File: src/rtl/tfpd_pkg.sv
// ----------------------------------------------------------------------------
// tfpd_pkg : shared types and constants for the tape follow PD controller
// Field widths, register indexes, reset values and sequencer states.
// ----------------------------------------------------------------------------
package tfpd_pkg;

   // field widths
   localparam int SENSOR_W   = 4;
   localparam int WEIGHT_W   = 11;
   localparam int GAIN_W     = 8;
   localparam int SPEED_W    = 10;
   localparam int OUT_W      = 11;
   localparam int ERR_W      = 14;
   localparam int RUN_W      = 16;
   localparam int CSR_IDX_W  = 3;
   localparam int CSR_DATA_W = 11;

   // internal datapath widths
   localparam int DE_W     = ERR_W + 1;       // error change, signed
   localparam int DMAG_W   = ERR_W;           // magnitude of error change
   localparam int SPAN_W   = RUN_W + 1;       // run length sum
   localparam int PROD_W   = 22;              // gain products
   localparam int T_W      = PROD_W + 2;      // combined sum before scaling
   localparam int FRAC_W   = 8;               // fraction bits, gains are Q0.8
   localparam int S_W      = T_W - FRAC_W;    // scaled PD sum
   localparam int CTL_W    = S_W + 1;         // negated control
   localparam int WIDE_W   = CTL_W + 1;       // control plus or minus base
   localparam int CNT_W    = 5;

   // sequencer step counts
   localparam int MUL_STEPS = GAIN_W;
   localparam int DIV_STEPS = PROD_W;

   localparam int SAT_LIMIT = 1023;

   // register reset values
   localparam logic [WEIGHT_W-1:0] WEIGHT_NEWEST_RST = 11'd568;
   localparam logic [WEIGHT_W-1:0] WEIGHT_MIDDLE_RST = 11'd768;
   localparam logic [WEIGHT_W-1:0] WEIGHT_OLDEST_RST = 11'd256;
   localparam logic [GAIN_W-1:0]   PROP_GAIN_RST     = 8'd10;
   localparam logic [GAIN_W-1:0]   DERIV_GAIN_RST    = 8'd10;
   localparam logic [SPEED_W-1:0]  BASE_SPEED_RST    = 10'd200;

   typedef enum logic [CSR_IDX_W-1:0] {
      CSR_WEIGHT_NEWEST = 3'd0,
      CSR_WEIGHT_MIDDLE = 3'd1,
      CSR_WEIGHT_OLDEST = 3'd2,
      CSR_PROP_GAIN     = 3'd3,
      CSR_DERIV_GAIN    = 3'd4,
      CSR_BASE_SPEED    = 3'd5
   } csr_index_type;

   typedef enum logic [2:0] {
      ST_IDLE,
      ST_MUL,
      ST_DIV,
      ST_FIX,
      ST_FIN
   } state_type;

endpackage

File: src/rtl/tape_follow_pd_controller_top.sv
// ----------------------------------------------------------------------------
// tape_follow_pd_controller_top : PD steering controller for tape following
// Weights the sensor history into an error, forms P plus D control over a
// bit-serial multiplier and a restoring divider, and drives both motors.
// ----------------------------------------------------------------------------
//  channel  direction  handshake              payload
//  req      in         req_valid/req_ready    req_sensor_bits
//  rsp      out        rsp_valid/rsp_ready    rsp_left/right_speed, steer_value
//  csr      in         csr_valid/csr_ready    csr_index, csr_data
//
//  one item goes through an accept step, 8 shift-add steps (one gain
//  bit each), 22 divider steps (one quotient bit each), a correction
//  step and an output step before the next acceptance
//  the divider is skipped when the run length sum is zero
//  a result waiting in the output register does not hold off the next
//  item; only the final output cycle waits for the register to free up
//  synchronous active-high reset; csr writes are always taken
// ----------------------------------------------------------------------------
module tape_follow_pd_controller_top #(
   parameter int HISTORY_DEPTH = 3
) (
   input  logic                                   clock,
   input  logic                                   reset,
   input  logic                                   req_valid,
   output logic                                   req_ready,
   input  logic [tfpd_pkg::SENSOR_W-1:0]          req_sensor_bits,
   output logic                                   rsp_valid,
   input  logic                                   rsp_ready,
   output logic signed [tfpd_pkg::OUT_W-1:0]      rsp_left_speed,
   output logic signed [tfpd_pkg::OUT_W-1:0]      rsp_right_speed,
   output logic signed [tfpd_pkg::OUT_W-1:0]      rsp_steer_value,
   input  logic                                   csr_valid,
   output logic                                   csr_ready,
   input  logic [tfpd_pkg::CSR_IDX_W-1:0]         csr_index,
   input  logic [tfpd_pkg::CSR_DATA_W-1:0]        csr_data
);
   import tfpd_pkg::*;

   localparam int NROWS = (HISTORY_DEPTH < 3) ? HISTORY_DEPTH : 3;
   localparam logic [CNT_W-1:0] MUL_LAST = CNT_W'(MUL_STEPS - 1);
   localparam logic [CNT_W-1:0] DIV_LAST = CNT_W'(DIV_STEPS - 1);
   localparam logic signed [WIDE_W-1:0] SAT_HI = WIDE_W'(SAT_LIMIT);
   localparam logic signed [WIDE_W-1:0] SAT_LO = -SAT_HI;

   function automatic logic signed [OUT_W-1:0] sat_out(input logic signed [WIDE_W-1:0] v);
      logic signed [OUT_W-1:0] r;
      if (v > SAT_HI) r = SAT_HI[OUT_W-1:0];
      else if (v < SAT_LO) r = SAT_LO[OUT_W-1:0];
      else r = v[OUT_W-1:0];
      return r;
   endfunction

   // configuration registers
   logic [WEIGHT_W-1:0] w_newest_ff, w_middle_ff, w_oldest_ff;
   logic [GAIN_W-1:0]   prop_gain_ff, deriv_gain_ff;
   logic [SPEED_W-1:0]  base_speed_ff;

   // controller state
   logic [SENSOR_W-1:0]     hist_ff [HISTORY_DEPTH];
   logic signed [ERR_W-1:0] last_err_ff, earlier_err_ff;
   logic [RUN_W-1:0]        run_ff, prev_run_ff;

   // sequencer and datapath
   state_type               state_ff, state_in;
   logic [CNT_W-1:0]        cnt_ff, cnt_in;
   logic                    rsp_valid_ff, rsp_valid_in;
   logic signed [PROD_W-1:0] a_acc_ff, a_acc_in, a_mc_ff, a_mc_in;
   logic [PROD_W-1:0]       b_acc_ff, b_acc_in, b_mc_ff, b_mc_in;
   logic [GAIN_W-1:0]       pg_sh_ff, pg_sh_in, dg_sh_ff, dg_sh_in;
   logic                    b_neg_ff, b_neg_in, dz_ff, dz_in;
   logic [SPAN_W-1:0]       d_ff, d_in;
   logic [SPAN_W-1:0]       rem_ff, rem_in;
   logic signed [CTL_W-1:0] ctl_ff, ctl_in;
   logic signed [OUT_W-1:0] left_ff, left_in, right_ff, right_in, steer_ff, steer_in;

   // control strobes
   logic req_fire, mul_step, div_step, fix_step, load_out;

   // error and run bookkeeping
   logic [SENSOR_W-1:0]     rows [NROWS];
   logic [WEIGHT_W-1:0]     wts [3];
   logic signed [ERR_W-1:0] err;
   logic                    err_changed;
   logic signed [DE_W-1:0]  de_full;
   logic [DMAG_W-1:0]       de_mag;
   logic [SPAN_W-1:0]       d_full;
   logic [RUN_W-1:0]        run_in, prev_run_in;
   logic signed [ERR_W-1:0] earlier_err_in;

   // divider and correction
   logic [SPAN_W:0]         trial;
   logic                    trial_ge;
   logic signed [T_W-1:0]   q_ext, qb, t_sum, t_up;
   logic                    rnz;
   logic signed [S_W-1:0]   s_val;
   logic signed [WIDE_W-1:0] ctl_wide, base_wide;

   assign csr_ready       = 1'b1;
   assign rsp_valid       = rsp_valid_ff;
   assign rsp_left_speed  = left_ff;
   assign rsp_right_speed = right_ff;
   assign rsp_steer_value = steer_ff;

   // --------------------------------------------------------------- fsm
   always_comb begin
      state_in = state_ff;
      case (state_ff)
         ST_IDLE: if (req_valid) state_in = ST_MUL;
         ST_MUL:  if (cnt_ff == MUL_LAST) state_in = dz_ff ? ST_FIX : ST_DIV;
         ST_DIV:  if (cnt_ff == DIV_LAST) state_in = ST_FIX;
         ST_FIX:  state_in = ST_FIN;
         ST_FIN:  if (!rsp_valid_ff || rsp_ready) state_in = ST_IDLE;
         default: state_in = ST_IDLE;
      endcase
   end

   always_comb begin
      req_ready = (state_ff == ST_IDLE);
      req_fire  = req_ready && req_valid;
      mul_step  = (state_ff == ST_MUL);
      div_step  = (state_ff == ST_DIV);
      fix_step  = (state_ff == ST_FIX);
      load_out  = (state_ff == ST_FIN) && (!rsp_valid_ff || rsp_ready);
   end

   // ------------------------------------------------------ error at accept
   always_comb begin
      wts[0] = w_newest_ff;
      wts[1] = w_middle_ff;
      wts[2] = w_oldest_ff;
      rows[0] = req_sensor_bits;
      for (int i = 1; i < NROWS; i++) rows[i] = hist_ff[i-1];
      err = '0;
      for (int i = 0; i < NROWS; i++) begin
         // sensor 1 alone pulls left, sensor 2 alone pulls right
         if (rows[i][1] && !rows[i][2])
            err = err - signed'({{(ERR_W-WEIGHT_W){1'b0}}, wts[i]});
         else if (!rows[i][1] && rows[i][2])
            err = err + signed'({{(ERR_W-WEIGHT_W){1'b0}}, wts[i]});
      end
   end

   always_comb begin
      err_changed    = (err != last_err_ff);
      earlier_err_in = err_changed ? last_err_ff : earlier_err_ff;
      de_full        = {err[ERR_W-1], err} - {earlier_err_in[ERR_W-1], earlier_err_in};
      de_mag         = de_full[DE_W-1] ? DMAG_W'(-de_full) : de_full[DMAG_W-1:0];
      if (err_changed) begin
         d_full      = SPAN_W'(run_ff) + SPAN_W'(1);
         prev_run_in = run_ff;
         run_in      = RUN_W'(2);
      end else begin
         d_full      = SPAN_W'(run_ff) + SPAN_W'(prev_run_ff);
         prev_run_in = prev_run_ff;
         run_in      = (run_ff == '1) ? run_ff : run_ff + RUN_W'(1);
      end
   end

   // ---------------------------------------------------------- datapath
   always_comb begin
      trial    = {rem_ff, b_acc_ff[PROD_W-1]};
      trial_ge = (trial >= {1'b0, d_ff});

      // floor quotient of the derivative term, then the rounding fix-up
      q_ext = signed'({{(T_W-PROD_W){1'b0}}, b_acc_ff});
      rnz   = !dz_ff && (rem_ff != '0);
      if (dz_ff)         qb = '0;
      else if (!b_neg_ff) qb = q_ext;
      else if (rnz)      qb = ~q_ext;
      else               qb = -q_ext;
      t_sum = {{(T_W-PROD_W){a_acc_ff[PROD_W-1]}}, a_acc_ff} + qb;
      t_up  = t_sum + T_W'(rnz) + T_W'(255);
      s_val = t_sum[T_W-1] ? t_up[T_W-1:FRAC_W] : t_sum[T_W-1:FRAC_W];

      ctl_wide  = {ctl_ff[CTL_W-1], ctl_ff};
      base_wide = signed'({{(WIDE_W-SPEED_W){1'b0}}, base_speed_ff});
   end

   always_comb begin
      a_acc_in = a_acc_ff;
      a_mc_in  = a_mc_ff;
      b_acc_in = b_acc_ff;
      b_mc_in  = b_mc_ff;
      pg_sh_in = pg_sh_ff;
      dg_sh_in = dg_sh_ff;
      b_neg_in = b_neg_ff;
      dz_in    = dz_ff;
      d_in     = d_ff;
      rem_in   = rem_ff;
      cnt_in   = cnt_ff;
      ctl_in   = ctl_ff;
      left_in  = left_ff;
      right_in = right_ff;
      steer_in = steer_ff;
      if (req_fire) begin
         a_acc_in = '0;
         a_mc_in  = {{(PROD_W-ERR_W){err[ERR_W-1]}}, err};
         b_acc_in = '0;
         b_mc_in  = {{(PROD_W-DMAG_W){1'b0}}, de_mag};
         pg_sh_in = prop_gain_ff;
         dg_sh_in = deriv_gain_ff;
         b_neg_in = de_full[DE_W-1];
         d_in     = d_full;
         dz_in    = (d_full == '0);
         rem_in   = '0;
         cnt_in   = '0;
      end
      if (mul_step) begin
         // one bit of each gain per cycle, lsb first
         if (pg_sh_ff[0]) a_acc_in = a_acc_ff + a_mc_ff;
         if (dg_sh_ff[0]) b_acc_in = b_acc_ff + b_mc_ff;
         a_mc_in  = a_mc_ff <<< 1;
         b_mc_in  = b_mc_ff << 1;
         pg_sh_in = pg_sh_ff >> 1;
         dg_sh_in = dg_sh_ff >> 1;
         cnt_in   = (cnt_ff == MUL_LAST) ? '0 : cnt_ff + CNT_W'(1);
      end
      if (div_step) begin
         // dividend shifts out msb first, quotient bits shift in
         rem_in   = trial_ge ? SPAN_W'(trial - {1'b0, d_ff}) : trial[SPAN_W-1:0];
         b_acc_in = {b_acc_ff[PROD_W-2:0], trial_ge};
         cnt_in   = cnt_ff + CNT_W'(1);
      end
      if (fix_step) ctl_in = -{s_val[S_W-1], s_val};
      if (load_out) begin
         left_in  = sat_out(ctl_wide - base_wide);
         right_in = sat_out(ctl_wide + base_wide);
         steer_in = sat_out(ctl_wide);
      end
   end

   always_comb begin
      if (load_out)       rsp_valid_in = 1'b1;
      else if (rsp_ready) rsp_valid_in = 1'b0;
      else                rsp_valid_in = rsp_valid_ff;
   end

   // --------------------------------------------------------- registers
   always_ff @(posedge clock) begin
      if (reset) begin
         state_ff     <= ST_IDLE;
         cnt_ff       <= '0;
         rsp_valid_ff <= 1'b0;
      end else begin
         state_ff     <= state_in;
         cnt_ff       <= cnt_in;
         rsp_valid_ff <= rsp_valid_in;
      end
   end

   always_ff @(posedge clock) begin
      if (reset) begin
         for (int i = 0; i < HISTORY_DEPTH; i++) hist_ff[i] <= '0;
         last_err_ff    <= '0;
         earlier_err_ff <= '0;
         run_ff         <= '0;
         prev_run_ff    <= '0;
      end else if (req_fire) begin
         hist_ff[0] <= req_sensor_bits;
         for (int i = 1; i < HISTORY_DEPTH; i++) hist_ff[i] <= hist_ff[i-1];
         last_err_ff    <= err;
         earlier_err_ff <= earlier_err_in;
         run_ff         <= run_in;
         prev_run_ff    <= prev_run_in;
      end
   end

   always_ff @(posedge clock) begin
      if (reset) begin
         w_newest_ff   <= WEIGHT_NEWEST_RST;
         w_middle_ff   <= WEIGHT_MIDDLE_RST;
         w_oldest_ff   <= WEIGHT_OLDEST_RST;
         prop_gain_ff  <= PROP_GAIN_RST;
         deriv_gain_ff <= DERIV_GAIN_RST;
         base_speed_ff <= BASE_SPEED_RST;
      end else if (csr_valid && csr_ready) begin
         case (csr_index)
            CSR_WEIGHT_NEWEST: w_newest_ff   <= csr_data[WEIGHT_W-1:0];
            CSR_WEIGHT_MIDDLE: w_middle_ff   <= csr_data[WEIGHT_W-1:0];
            CSR_WEIGHT_OLDEST: w_oldest_ff   <= csr_data[WEIGHT_W-1:0];
            CSR_PROP_GAIN:     prop_gain_ff  <= csr_data[GAIN_W-1:0];
            CSR_DERIV_GAIN:    deriv_gain_ff <= csr_data[GAIN_W-1:0];
            CSR_BASE_SPEED:    base_speed_ff <= csr_data[SPEED_W-1:0];
            default: ;
         endcase
      end
   end

   always_ff @(posedge clock) begin
      a_acc_ff <= a_acc_in;
      a_mc_ff  <= a_mc_in;
      b_acc_ff <= b_acc_in;
      b_mc_ff  <= b_mc_in;
      pg_sh_ff <= pg_sh_in;
      dg_sh_ff <= dg_sh_in;
      b_neg_ff <= b_neg_in;
      dz_ff    <= dz_in;
      d_ff     <= d_in;
      rem_ff   <= rem_in;
      ctl_ff   <= ctl_in;
      left_ff  <= left_in;
      right_ff <= right_in;
      steer_ff <= steer_in;
   end

   // -------------------------------------------------------- assertions
   a_accept_starts_mul: assert property (@(posedge clock) disable iff (reset)
      req_valid && req_ready |=> state_ff == ST_MUL)
      else $error("accepted item did not start the multiplier");

   a_rsp_from_fin: assert property (@(posedge clock) disable iff (reset)
      $rose(rsp_valid_ff) |-> $past(state_ff == ST_FIN))
      else $error("result raised outside the output cycle");

   a_no_div_on_zero: assert property (@(posedge clock) disable iff (reset)
      state_ff == ST_DIV |-> !dz_ff)
      else $error("divider running with a zero run length");

   a_rsp_saturated: assert property (@(posedge clock) disable iff (reset)
      rsp_valid_ff |-> (left_ff != SAT_LO[OUT_W-1:0] - 1'b1)
                    && (right_ff != SAT_LO[OUT_W-1:0] - 1'b1)
                    && (steer_ff != SAT_LO[OUT_W-1:0] - 1'b1))
      else $error("result outside the saturation range");

endmodule
File: config.mk
export PLATFORM = sky130hd
export DESIGN_NAME = tape_follow_pd_controller_top
export DESIGN_NICKNAME = d
export VERILOG_FILES = /design/src/rtl/tfpd_pkg.sv /design/src/rtl/tape_follow_pd_controller_top.sv
export SDC_FILE = /design/constraint.sdc
export NUM_CORES = 1
export LEC_CHECK = 0
export BUFFER_PORTS_ARGS = -buffer_cell sky130_fd_sc_hd__buf_4
export CORE_ASPECT_RATIO = 1.25
export CORE_UTILIZATION = 69
export DETAILED_ROUTE_END_ITERATION = 16
export HOLD_SLACK_MARGIN = 0.1
export PLACE_DENSITY = 0.88
export SLEW_MARGIN = 20
export SYNTH_ARGS = -nofsm -noshare
export SYNTH_HDL_FRONTEND = slang
export SYNTH_SLANG_ARGS = --single-unit
File: constraint.sdc
create_clock -name clock -period 25.8 [get_ports clock]
set_clock_uncertainty 0.15 [all_clocks]
set_input_delay 1.29 -clock clock [delete_from_list [all_inputs] [get_ports clock]]
set_output_delay 1.29 -clock clock [all_outputs]
set_load 0.05 [all_outputs]
==> results of run 1 <==
==> worst max path at each step <==
stage	endpoint	startpoint
finish	b_mc_ff[2]$_DFFE_PP_	req_sensor_bits[1]
global route	dz_ff$_DFFE_PP_	req_sensor_bits[1]
CTS	b_mc_ff[2]$_DFFE_PP_	req_sensor_bits[1]
detailed placement	b_mc_ff[2]$_DFFE_PP_	req_sensor_bits[1]
global placement	b_mc_ff[2]$_DFFE_PP_	req_sensor_bits[1]
floorplan	b_mc_ff[11]$_DFFE_PP_	req_sensor_bits[2]
==> state kept, by name (all words and copies together), names as in the netlist, 5 cells and up <==
register and flops:
b_acc_ff 22, w_newest_ff 11, rsp_right_speed 11, dg_sh_ff 8
prop_gain_ff 8, cnt_ff 5, rem_ff 17, base_speed_ff 10
last_err_ff 14, rsp_left_speed 11, w_oldest_ff 11, ctl_ff 17
b_mc_ff 22, pg_sh_ff 8, a_mc_ff 22, prev_run_ff 16
earlier_err_ff 14, deriv_gain_ff 8, d_ff 17, a_acc_ff 22
run_ff 16, rsp_steer_value 11, w_middle_ff 11
==> routing by layer <==
layer  global-route usage (%)  wire length [um]  vias up
li1                         -                 -     9908
met3                    4.318              3484      203
met1                    40.59             23720     9787
met5                        0                 0        -
met2                    62.10             30420      733
met4                    19.28              3268        0
==> power groups by stage <==
stage	logic (W)	registers, W	clock network, W
floorplan	0.00104	0.000752	0
global placement	0.00123	0.000793	0
detailed placement	0.00129	0.000798	0
CTS	0.00131	0.000789	0.000528
global route	0.00147	0.000806	0.000547
finish	0.00133	0.000792	0.000525
==> placed cells by master, fill, tap and decap left out, types with 19 or more instances in the layout <==
cell type  synthesis  routed
edfxtp_1         146     146
o21bai_1          29      29
o21a_1            20      20
nor2_1           240     239
and3_1            19      19
nand3_1           70      69
o31ai_1           22      22
nand3b_1          19      19
a21oi_1          216     216
buf_4              1      72
dfxtp_1          176     176
xor2_1            75      75
or3_1             19      19
xnor2_1          114     114
ha_1             179     179
and2_1            47      47
nand2_1          378     377
nor4_1            19      19
clkbuf_16          0      38
nand4_1           20      20
nor3_1            48      48
a21boi_0          21      21
a21o_1            47      47
o21ai_0          136     136
inv_1            179     177
a211oi_1          35      35
or2_2             20      20
nand2b_1          31      31
nor2b_1           46      46
mux2i_1           41      41
==> synth_stat cells (all sizes together), types with 11 or more instances <==
master / instances / share of area, %
nand2: 378 / 6.1
nor2: 243 / 3.9
a21oi: 218 / 4.7
ha: 179 / 9.6
inv: 179 / 2.9
dfxtp: 176 / 15
o21ai: 153 / 3.3
edfxtp: 146 / 19
xnor2: 114 / 4.3
clkbuf: 104 / 1.7
xor2: 75 / 2.8
nand3: 71 / 1.5
and2: 49 / 1.3
nor3: 49 / 1.1
a21o: 47 / 1.5
nor2b: 46 / 1.2
mux2i: 43 / 1.9
a211oi: 41 / 1.5
nand2b: 31 / 0.83
o21bai: 29 / 0.93
a21boi: 24 / 0.77
o31ai: 23 / 0.80
nor4: 21 / 0.65
o21a: 21 / 0.68
or2: 21 / 0.56
nand4: 20 / 0.53
or3: 20 / 0.56
and3: 19 / 0.51
nand3b: 19 / 0.61
a31oi: 17 / 0.45
buf: 16 / 0.50
nor3b: 14 / 0.45
o41ai: 14 / 0.64
or4: 14 / 0.45
a211o: 12 / 0.45
fa: 11 / 0.94
==> per-stage QoR <==
| stage | cell area [um^2] | cells | power, W |
|---|---|---|---|
| 2_1_floorplan | 23410 | 2800 | 0.001796 |
| 3_3_place_gp | 23990 | 3175 | 0.002025 |
| 3_5_place_dp | 23990 | 3175 | 0.002091 |
| 4_1_cts | 25180 | 3238 | 0.002630 |
| 5_1_grt | 25190 | 3238 | 0.002824 |
| 6_report | 25190 | 3238 | 0.002648 |
==> final cells by class <==
| cell class | count | share of cell area, % |
|---|---|---|
| Multi-Input combinational cell | 2179 | 56.95 |
| Clock inverter | 16 | 0.7103 |
| Timing Repair Buffer | 72 | 2.146 |
| Clock buffer | 47 | 4.029 |
| Inverter | 179 | 2.668 |
| Tap cell | 423 | 2.101 |
| Sequential cell | 322 | 31.39 |
==> critical path, delay by kind of cell <==
family	cells	cell delay (ns)
AOI/OAI and AO/OA	15	4.86
xor gates and xnor gates	2	0.37
adders and majority gates	4	1.44
buffers and inverters	1	0.14
muxes	1	0.29
and+or+nand+nor	13	3.88
==> logic make-up after synthesis <==
kind of cell    Yosys count
compound gates          712
xor+xnor                189
fa+ha+maj               192
buf+inv                 299
flops                   322
mux                      47
other cells               1
simple gates           1038
==> results.cfg, run 1 <==
[run_status]
outcome = finished, final reports clean

[worst_setup_path]
crit-reg2reg-launch = w_newest_ff[0]$_SDFFE_PP0P_
critPathLaunchType = primary input
regToRegEndpoint = b_mc_ff[2]$_DFFE_PP_
rrSetupSlack_ns = 14.02
endpoint_kind = flop
worstSetupPathType = in2reg
critical_path.slowest_cell = o311ai_0
cp.required_ns = 25.90
cp_max_fo = 14
max_stage_delay_ns = 1.05
worstRegToRegCells = 37
crit_arrival_ns = 12.26

[cts]
post-cts-setup-buffers = 0
ctsLongestPathBuffers = 3
cts_tree = built
h-tree-depth = 2
cts-root-buf = clkbuf_16
clkTransAtPathRegs_ns = 0.06
numCtsBuffers = 35
cts_resized = 0
clock_latency_ns = 0.54
cts.sinks = 322
cts.hold.buffers_added = 0

[yosys]
ys_async_sr_fraction_pct = 0
synthAdderAreaFrac_pct = 10.59
synth-simple-area-share_pct = 21.22
synth-edff-count = 146
syn_area_um2 = 23410
syn_inst = 2800
seq_area_frac_synth_pct = 33.78
synth.avg_cell_area_um2 = 8.361
yosysWarnings = 0
ys_types = 106
synth-compound-area-share_pct = 20.21
synth_xor_area_share_pct = 7.071
synth_mux_area_share_pct = 2.079
synth_top_family_by_area = simple AND/OR/NAND/NOR gates
synth_nets = 3013
ys_ff_latch = 322
synth_flop_cell = dfxtp_1

[die]
initial_core_util_pct = 69.88
die_h_um = 207.9
die_x_um = 166.8
core_um2 = 33500
die_area_um2 = 34670
rows = 75
ioPinCount = 59

[timing]
worstMarginPinSlew_ns = 1.222
fin_setup_tns_ns = 0
maxSlewViolCount = 0
fin_crit_sh_pct = 47.13
slew_headroom_pct = 17.52
setup_viol_count_final = 0
rsz0062_at_grt = false
fin_hold_ws_ns = 0.3017
min_period_ns = 12.16
hold_violations = 0
fin_ws_ns = 13.64
max_freq_mhz = 82.24

[final_layout]
insertedDiodeCount = 0
fillers = 2404
fin_util_pct = 75.19
layout.area.seq_um2 = 7908
layout-drive-gt1-share_pct = 7.211
multiInputGateArea_um2 = 14350
area_delta_synth_final_pct = 7.595
fin_nets = 3002

[worst_hold_path]
whs_path_depth = 2
hp-class = reg2reg
hold_end = prev_run_ff[15]$_SDFFE_PP0P_
hp-start = prev_run_ff[15]$_SDFFE_PP0P_

[power]
power_frac_comb_pct = 50.3
peakVddDrop_mv = 0.06958
p_int_w = 0.001522
p_sw_w = 0.001126
p_clk_share_pct = 19.8
p_sw_share_pct = 42.52
p_leak_nw = 10.29
pwr_density_cell_nw_per_um2 = 105.1
p_seq_share_pct = 29.9

[placement]
port_buffers = 55
gp_congestion = 0.9197
dp_slack_ns = 13.33
dp_hpwl_um = 45360

[grt]
grt_usage_pct = 34.86
grt_pass1_wl_um = 98410
grt.overflow.total = 0
grt_pass1_vias = 20081
grt_max_degree = 63
antenna_found_initial = 0

[routing]
wl_per_cell_um = 18.81
drtAntennaViolNets = 0
drt_first_iter_violations = 1760
avgViaCountPerCell = 6.372
vias = 20631
drc = 0
drt_wl_total_um = 60890
drtPass1Iterations = 5

[job]
cap_viol_max_count = 0
(Power assumes the default switching activity.)
==> run 2, diff against run 1 <==
--- a/config.mk
+++ b/config.mk
@@ -7,10 +7,10 @@
 export LEC_CHECK = 0
 export BUFFER_PORTS_ARGS = -buffer_cell sky130_fd_sc_hd__buf_4
 export CORE_ASPECT_RATIO = 1.25
-export CORE_UTILIZATION = 69
+export CORE_UTILIZATION = 58
 export DETAILED_ROUTE_END_ITERATION = 16
 export HOLD_SLACK_MARGIN = 0.1
-export PLACE_DENSITY = 0.88
+export PLACE_DENSITY = 0.79
 export SLEW_MARGIN = 20
 export SYNTH_ARGS = -nofsm -noshare
 export SYNTH_HDL_FRONTEND = slang
==> constraint.sdc (replaced) <==
create_clock -name clock -period 10.38 [get_ports clock]
set_clock_uncertainty 0.15 [all_clocks]
set_input_delay 0.519 -clock clock [delete_from_list [all_inputs] [get_ports clock]]
set_output_delay 0.519 -clock clock [all_outputs]
set_load 0.05 [all_outputs]
==> run 2 against run 1 <==
Global-route usage down 5.9 points. Clock power rose to 2.6 times the previous value. Register-to-register slack worse by 14 ns. Cell count up 3.2%. Sequential cell count unchanged. Worst hold slack worse by 0.16 ns. Highest routed layer unchanged. Sequential power up 150%. Via count down 0.92%. Final area up 1.7%. Largest cell class unchanged. Critical path depth up 3. Power rose to 2.5 times the previous value. Die area up 19%.
==> results.cfg, run 2 (synthesized netlist as in run 1, its figures left out) <==
[die]
die_x_um = 181.7
ioPinCount = 59
die_h_um = 226.6
core_um2 = 39420
initial_core_util_pct = 59.38
rows = 81
die_area_um2 = 41170

[worst_setup_path]
worstSetupPathType = reg2reg
critical_path.slowest_cell = ha_2
cp.required_ns = 10.50
endpoint_kind = flop
max_stage_delay_ns = 0.47
crit_arrival_ns = 9.98
critPathLaunchType = flop
cp_max_fo = 12

[timing]
worstMarginPinSlew_ns = 1.144
fin_setup_tns_ns = 0
fin_crit_sh_pct = 95.03
min_period_ns = 9.864
setup_viol_count_final = 0
hold_violations = 0
slew_headroom_pct = 22.80
fin_hold_ws_ns = 0.1371
rsz0062_at_grt = false
max_freq_mhz = 101.4
maxSlewViolCount = 0

[final_layout]
fin_util_pct = 64.95
fin_nets = 3030
multiInputGateArea_um2 = 14430
fillers = 3306
layout-drive-gt1-share_pct = 8.647
layout_commonest_cell = nand2_1
insertedDiodeCount = 0
final_cell_mix = nand2_1, nor2_1, a21oi_1, inv_1
layout.area.seq_um2 = 7908
area_delta_synth_final_pct = 9.375

[cts]
clkTransAtPathRegs_ns = 0.07
cts.hold.buffers_added = 0
cts_tree = built
h-tree-depth = 2
cts-root-buf = clkbuf_16
ctsLongestPathBuffers = 3
numCtsBuffers = 36
clock_latency_ns = 0.54
cts.sinks = 322

[routing]
drtPass1Iterations = 6
drc = 0
wl_per_cell_um = 17.88
drt_first_iter_violations = 1455
avgViaCountPerCell = 6.115
drt_wl_total_um = 59790
vias = 20441
drtAntennaViolNets = 0

[run_status]
outcome = finished, final reports clean

[job]
cap_viol_max_count = 0

[grt]
antenna_found_initial = 0
grt.overflow.total = 0
grt_pass1_wl_um = 97010
grt_max_degree = 65
grt_usage_pct = 28.94
grt_pass1_vias = 19745

[placement]
port_buffers = 55
dp_hpwl_um = 44450
gp_congestion = 0.9750

[power]
pwr_density_cell_nw_per_um2 = 259.0
p_leak_nw = 10.46
peakVddDrop_mv = 0.1338

[worst_hold_path]
hp-class = in2reg
==> run 2: cell type report <==
| cell class | instances | share of cell area, % |
|---|---|---|
| inverters | 179 | 2.624 |
| clock inverters | 22 | 0.9480 |
| repair buffers | 99 | 2.903 |
| well taps | 498 | 2.434 |
| flip-flops and latches | 322 | 30.88 |
| clock buffers | 44 | 3.841 |
| multi-input cells | 2179 | 56.37 |
==> run 2: repair_timing <==
| action | 4_1_cts | 5_1_grt |
|---|---|---|
| resized for setup | 0 | 18 |
| endpoints found under the setup margin | 0 | 18 |
| setup buffers | 0 | 0 |
==> run 2: path summary, 6_finish.rpt <==
check / from / to / slack [ns] / depth (start not counted)
setup / recovery: w_newest_ff[0]$_SDFFE_PP0P_ / b_mc_ff[13]$_DFFE_PP_ / 0.52 / 39
hold / removal: csr_data[10] / w_oldest_ff[10]$_SDFFE_PP0P_ / 0.14 / 3
setup reg to reg: w_newest_ff[0]$_SDFFE_PP0P_ / b_mc_ff[13]$_DFFE_PP_ / 0.52 / 39
hold reg to reg: prev_run_ff[3]$_SDFFE_PP0P_ / prev_run_ff[3]$_SDFFE_PP0P_ / 0.30 / 2
==> run 2: critical path, delay by kind of cell, from the launching register on <==
| kind | cells | cell delay (ns) |
|---|---|---|
| AND/OR/NAND/NOR | 17 | 3.84 |
| AO/OA/AOI/OAI | 12 | 2.96 |
| adder cells (fa/ha/maj) | 4 | 1.35 |
| flip-flops | 1 | 0.39 |
| buffers and inverters | 3 | 0.32 |
| XOR/XNOR | 2 | 0.29 |
| multiplexers | 1 | 0.26 |
==> run 2: where the power goes <==
part	internal, W	leakage [nW]	switching [W]
Clock	0.000786	0.607	0.000553
Combinational	0.00136	7.01	0.00198
Sequential	0.00169	2.84	0.000262
==> run 2: per-stage QoR <==
stage / instance area (um^2) / total power (W) / setup WS (ns) / instances
5_1_grt: 25600 / 0.007099 / 0.005011 / 3343
2_1_floorplan: 23410 / 0.004464 / 0.9322 / 2800
6_report: 25600 / 0.006631 / 0.5161 / 3343
3_5_place_dp: 24290 / 0.005225 / 0.1172 / 3277
3_3_place_gp: 24290 / 0.005084 / 0.2815 / 3277
4_1_cts: 25520 / 0.006582 / 0.1592 / 3343
==> run 2: layer usage <==
layer,track usage [%],vias to the layer above,share of wire [%]
met5,0,-,0
met4,9.814,0,2.7
met3,3.309,120,5.4
met2,52.37,627,49
met1,35.57,9740,43
li1,-,9954,-
==> run 3, diff against run 2 <==
--- a/config.mk
+++ b/config.mk
@@ -11,6 +11,7 @@
 export DETAILED_ROUTE_END_ITERATION = 16
 export HOLD_SLACK_MARGIN = 0.1
 export PLACE_DENSITY = 0.79
+export RECOVER_POWER = 100
 export SLEW_MARGIN = 20
 export SYNTH_ARGS = -nofsm -noshare
 export SYNTH_HDL_FRONTEND = slang
==> run 3 against run 2 <==
The flow now finishes with violations (max-capacitance violations, max-slew violations). Worst hold slack better by 0.0026 ns. Combinational power hardly changed. Worst setup slack worse by 0.031 ns. Clock power hardly changed. Cell count stayed put. Via count is 0.27% lower. Non-clock buffer count stayed put. Wire length hardly changed. First-iteration DRC count is 1.4% higher. Die area stayed put. Register-to-register slack worse by 0.03 ns. Largest cell class unchanged.
==> results.cfg, run 3 (synthesized netlist as in run 1, its figures left out) <==
[worst_setup_path]
crit_arrival_ns = 10.01
max_stage_delay_ns = 0.47
crit-reg2reg-launch = w_newest_ff[0]$_SDFFE_PP0P_
cp-startpoint = w_newest_ff[0]$_SDFFE_PP0P_
critical_path.slowest_cell = ha_2
cp.required_ns = 10.50
cp_max_fo = 12
critPathLaunchType = flop
endpoint_kind = flop
worstSetupPathType = reg2reg

[routing]
drt_wl_total_um = 59790
drtPass1Iterations = 6
wl_per_cell_um = 17.88
vias = 20385
drt_first_iter_violations = 1475
drc = 0
drtAntennaViolNets = 0
avgViaCountPerCell = 6.098

[power]
power_w = 0.006625
pwr_density_cell_nw_per_um2 = 260.5
peakVddDrop_mv = 0.1330
p_leak_nw = 10.29

[grt]
grt_usage_pct = 28.94
grt_pass1_wl_um = 97010
grt_pass1_vias = 19745
grt_max_degree = 65
grt.overflow.total = 0
antenna_found_initial = 0

[timing]
setup_viol_count_final = 0
hold_violations = 0
min_period_ns = 9.895
fin_crit_sh_pct = 95.33
rsz0062_at_grt = false
maxSlewViolCount = 232
fin_setup_tns_ns = 0
slew_headroom_pct = -92.07
max_freq_mhz = 101.1
worstMarginPinSlew_ns = 2.881

[die]
die_h_um = 226.6
die_area_um2 = 41170
rows = 81
ioPinCount = 59
die_x_um = 181.7
core_um2 = 39420
initial_core_util_pct = 59.38

[placement]
place_area_um2 = 24290
placed_cells = 3277
dp_hpwl_um = 44450
gp_congestion = 0.9750
port_buffers = 55

[run_status]
outcome = complete, but fails checks
violations = max-capacitance violations, max-slew violations

[cts]
clock_latency_ns = 0.54
cts_tree = built
numCtsBuffers = 36
ctsLongestPathBuffers = 3
h-tree-depth = 2
cts.sinks = 322
cts_resized = 0
cts-root-buf = clkbuf_16
clkTransAtPathRegs_ns = 0.06
post-cts-setup-buffers = 0
cts.hold.buffers_added = 0

[final_layout]
final_area_um2 = 25430
insertedDiodeCount = 0
area_delta_synth_final_pct = 8.632
fin_nets = 3030
final_cell_mix = nand2_1, nor2_1, a21oi_1, inv_1
layout_commonest_cell = nand2_1
layout-drive-gt1-share_pct = 6.960
final_cells = 3343

[worst_hold_path]
hp-start = csr_data[2]
hp-class = in2reg

[job]
cap_viol_max_count = 5
run 3: metal layers:
| metal | track usage (%) | share of wire [%] | up-vias |
|---|---|---|---|
| met4 | 9.814 | 2.6 | 0 |
| met2 | 52.37 | 49 | 591 |
| li1 | - | - | 9954 |
| met5 | 0 | 0 | - |
| met1 | 35.57 | 42 | 9716 |
| met3 | 3.309 | 5.5 | 124 |
run 3: worst max-delay path, delay by kind of cell, from the launching register on:
kind | cells | cell delay, ns
simple gates | 17 | 3.81
compound gates | 12 | 2.99
fa+ha+maj | 4 | 1.35
flops | 1 | 0.39
buf+inv | 3 | 0.33
xor+xnor | 2 | 0.30
mux | 1 | 0.26
run 3: cell type report:
class / count / area [um^2]
multi-input cells: 2179 / 14420
clock buffers: 44 / 983.4
clock inverters: 22 / 242.7
inverters: 179 / 671.9
repair buffers: 99 / 581.8
fillers: 3367 / 13990
flip-flops and latches: 322 / 7908
well taps: 498 / 623.1
run 3: metrics by stage:
stage,hold WS [ns],setup WS (ns),utilization [%]
floorplan,0.2812,0.9322,-
global placement,0.2869,0.2815,61.62
detailed placement,0.2923,0.1172,61.62
CTS,0.1224,0.1592,64.73
global route,0.1365,0.002914,64.51
finish,0.1397,0.4852,64.51
run 3: path summary, 6_finish.rpt:
path,end,slack (ns),depth (start not counted)
min reg2reg,prev_run_ff[3]$_SDFFE_PP0P_,0.30,2
max reg2reg,b_mc_ff[13]$_DFFE_PP_,0.49,39
max,b_mc_ff[13]$_DFFE_PP_,0.49,39
min,deriv_gain_ff[2]$_SDFFE_PP0P_,0.14,3
run 3: where the power goes:
group / switching (W) / internal [W]
registers: 0.000261 / 0.00169
logic: 0.00198 / 0.00135
clock network: 0.000552 / 0.000786
total: 0.00279 / 0.00383
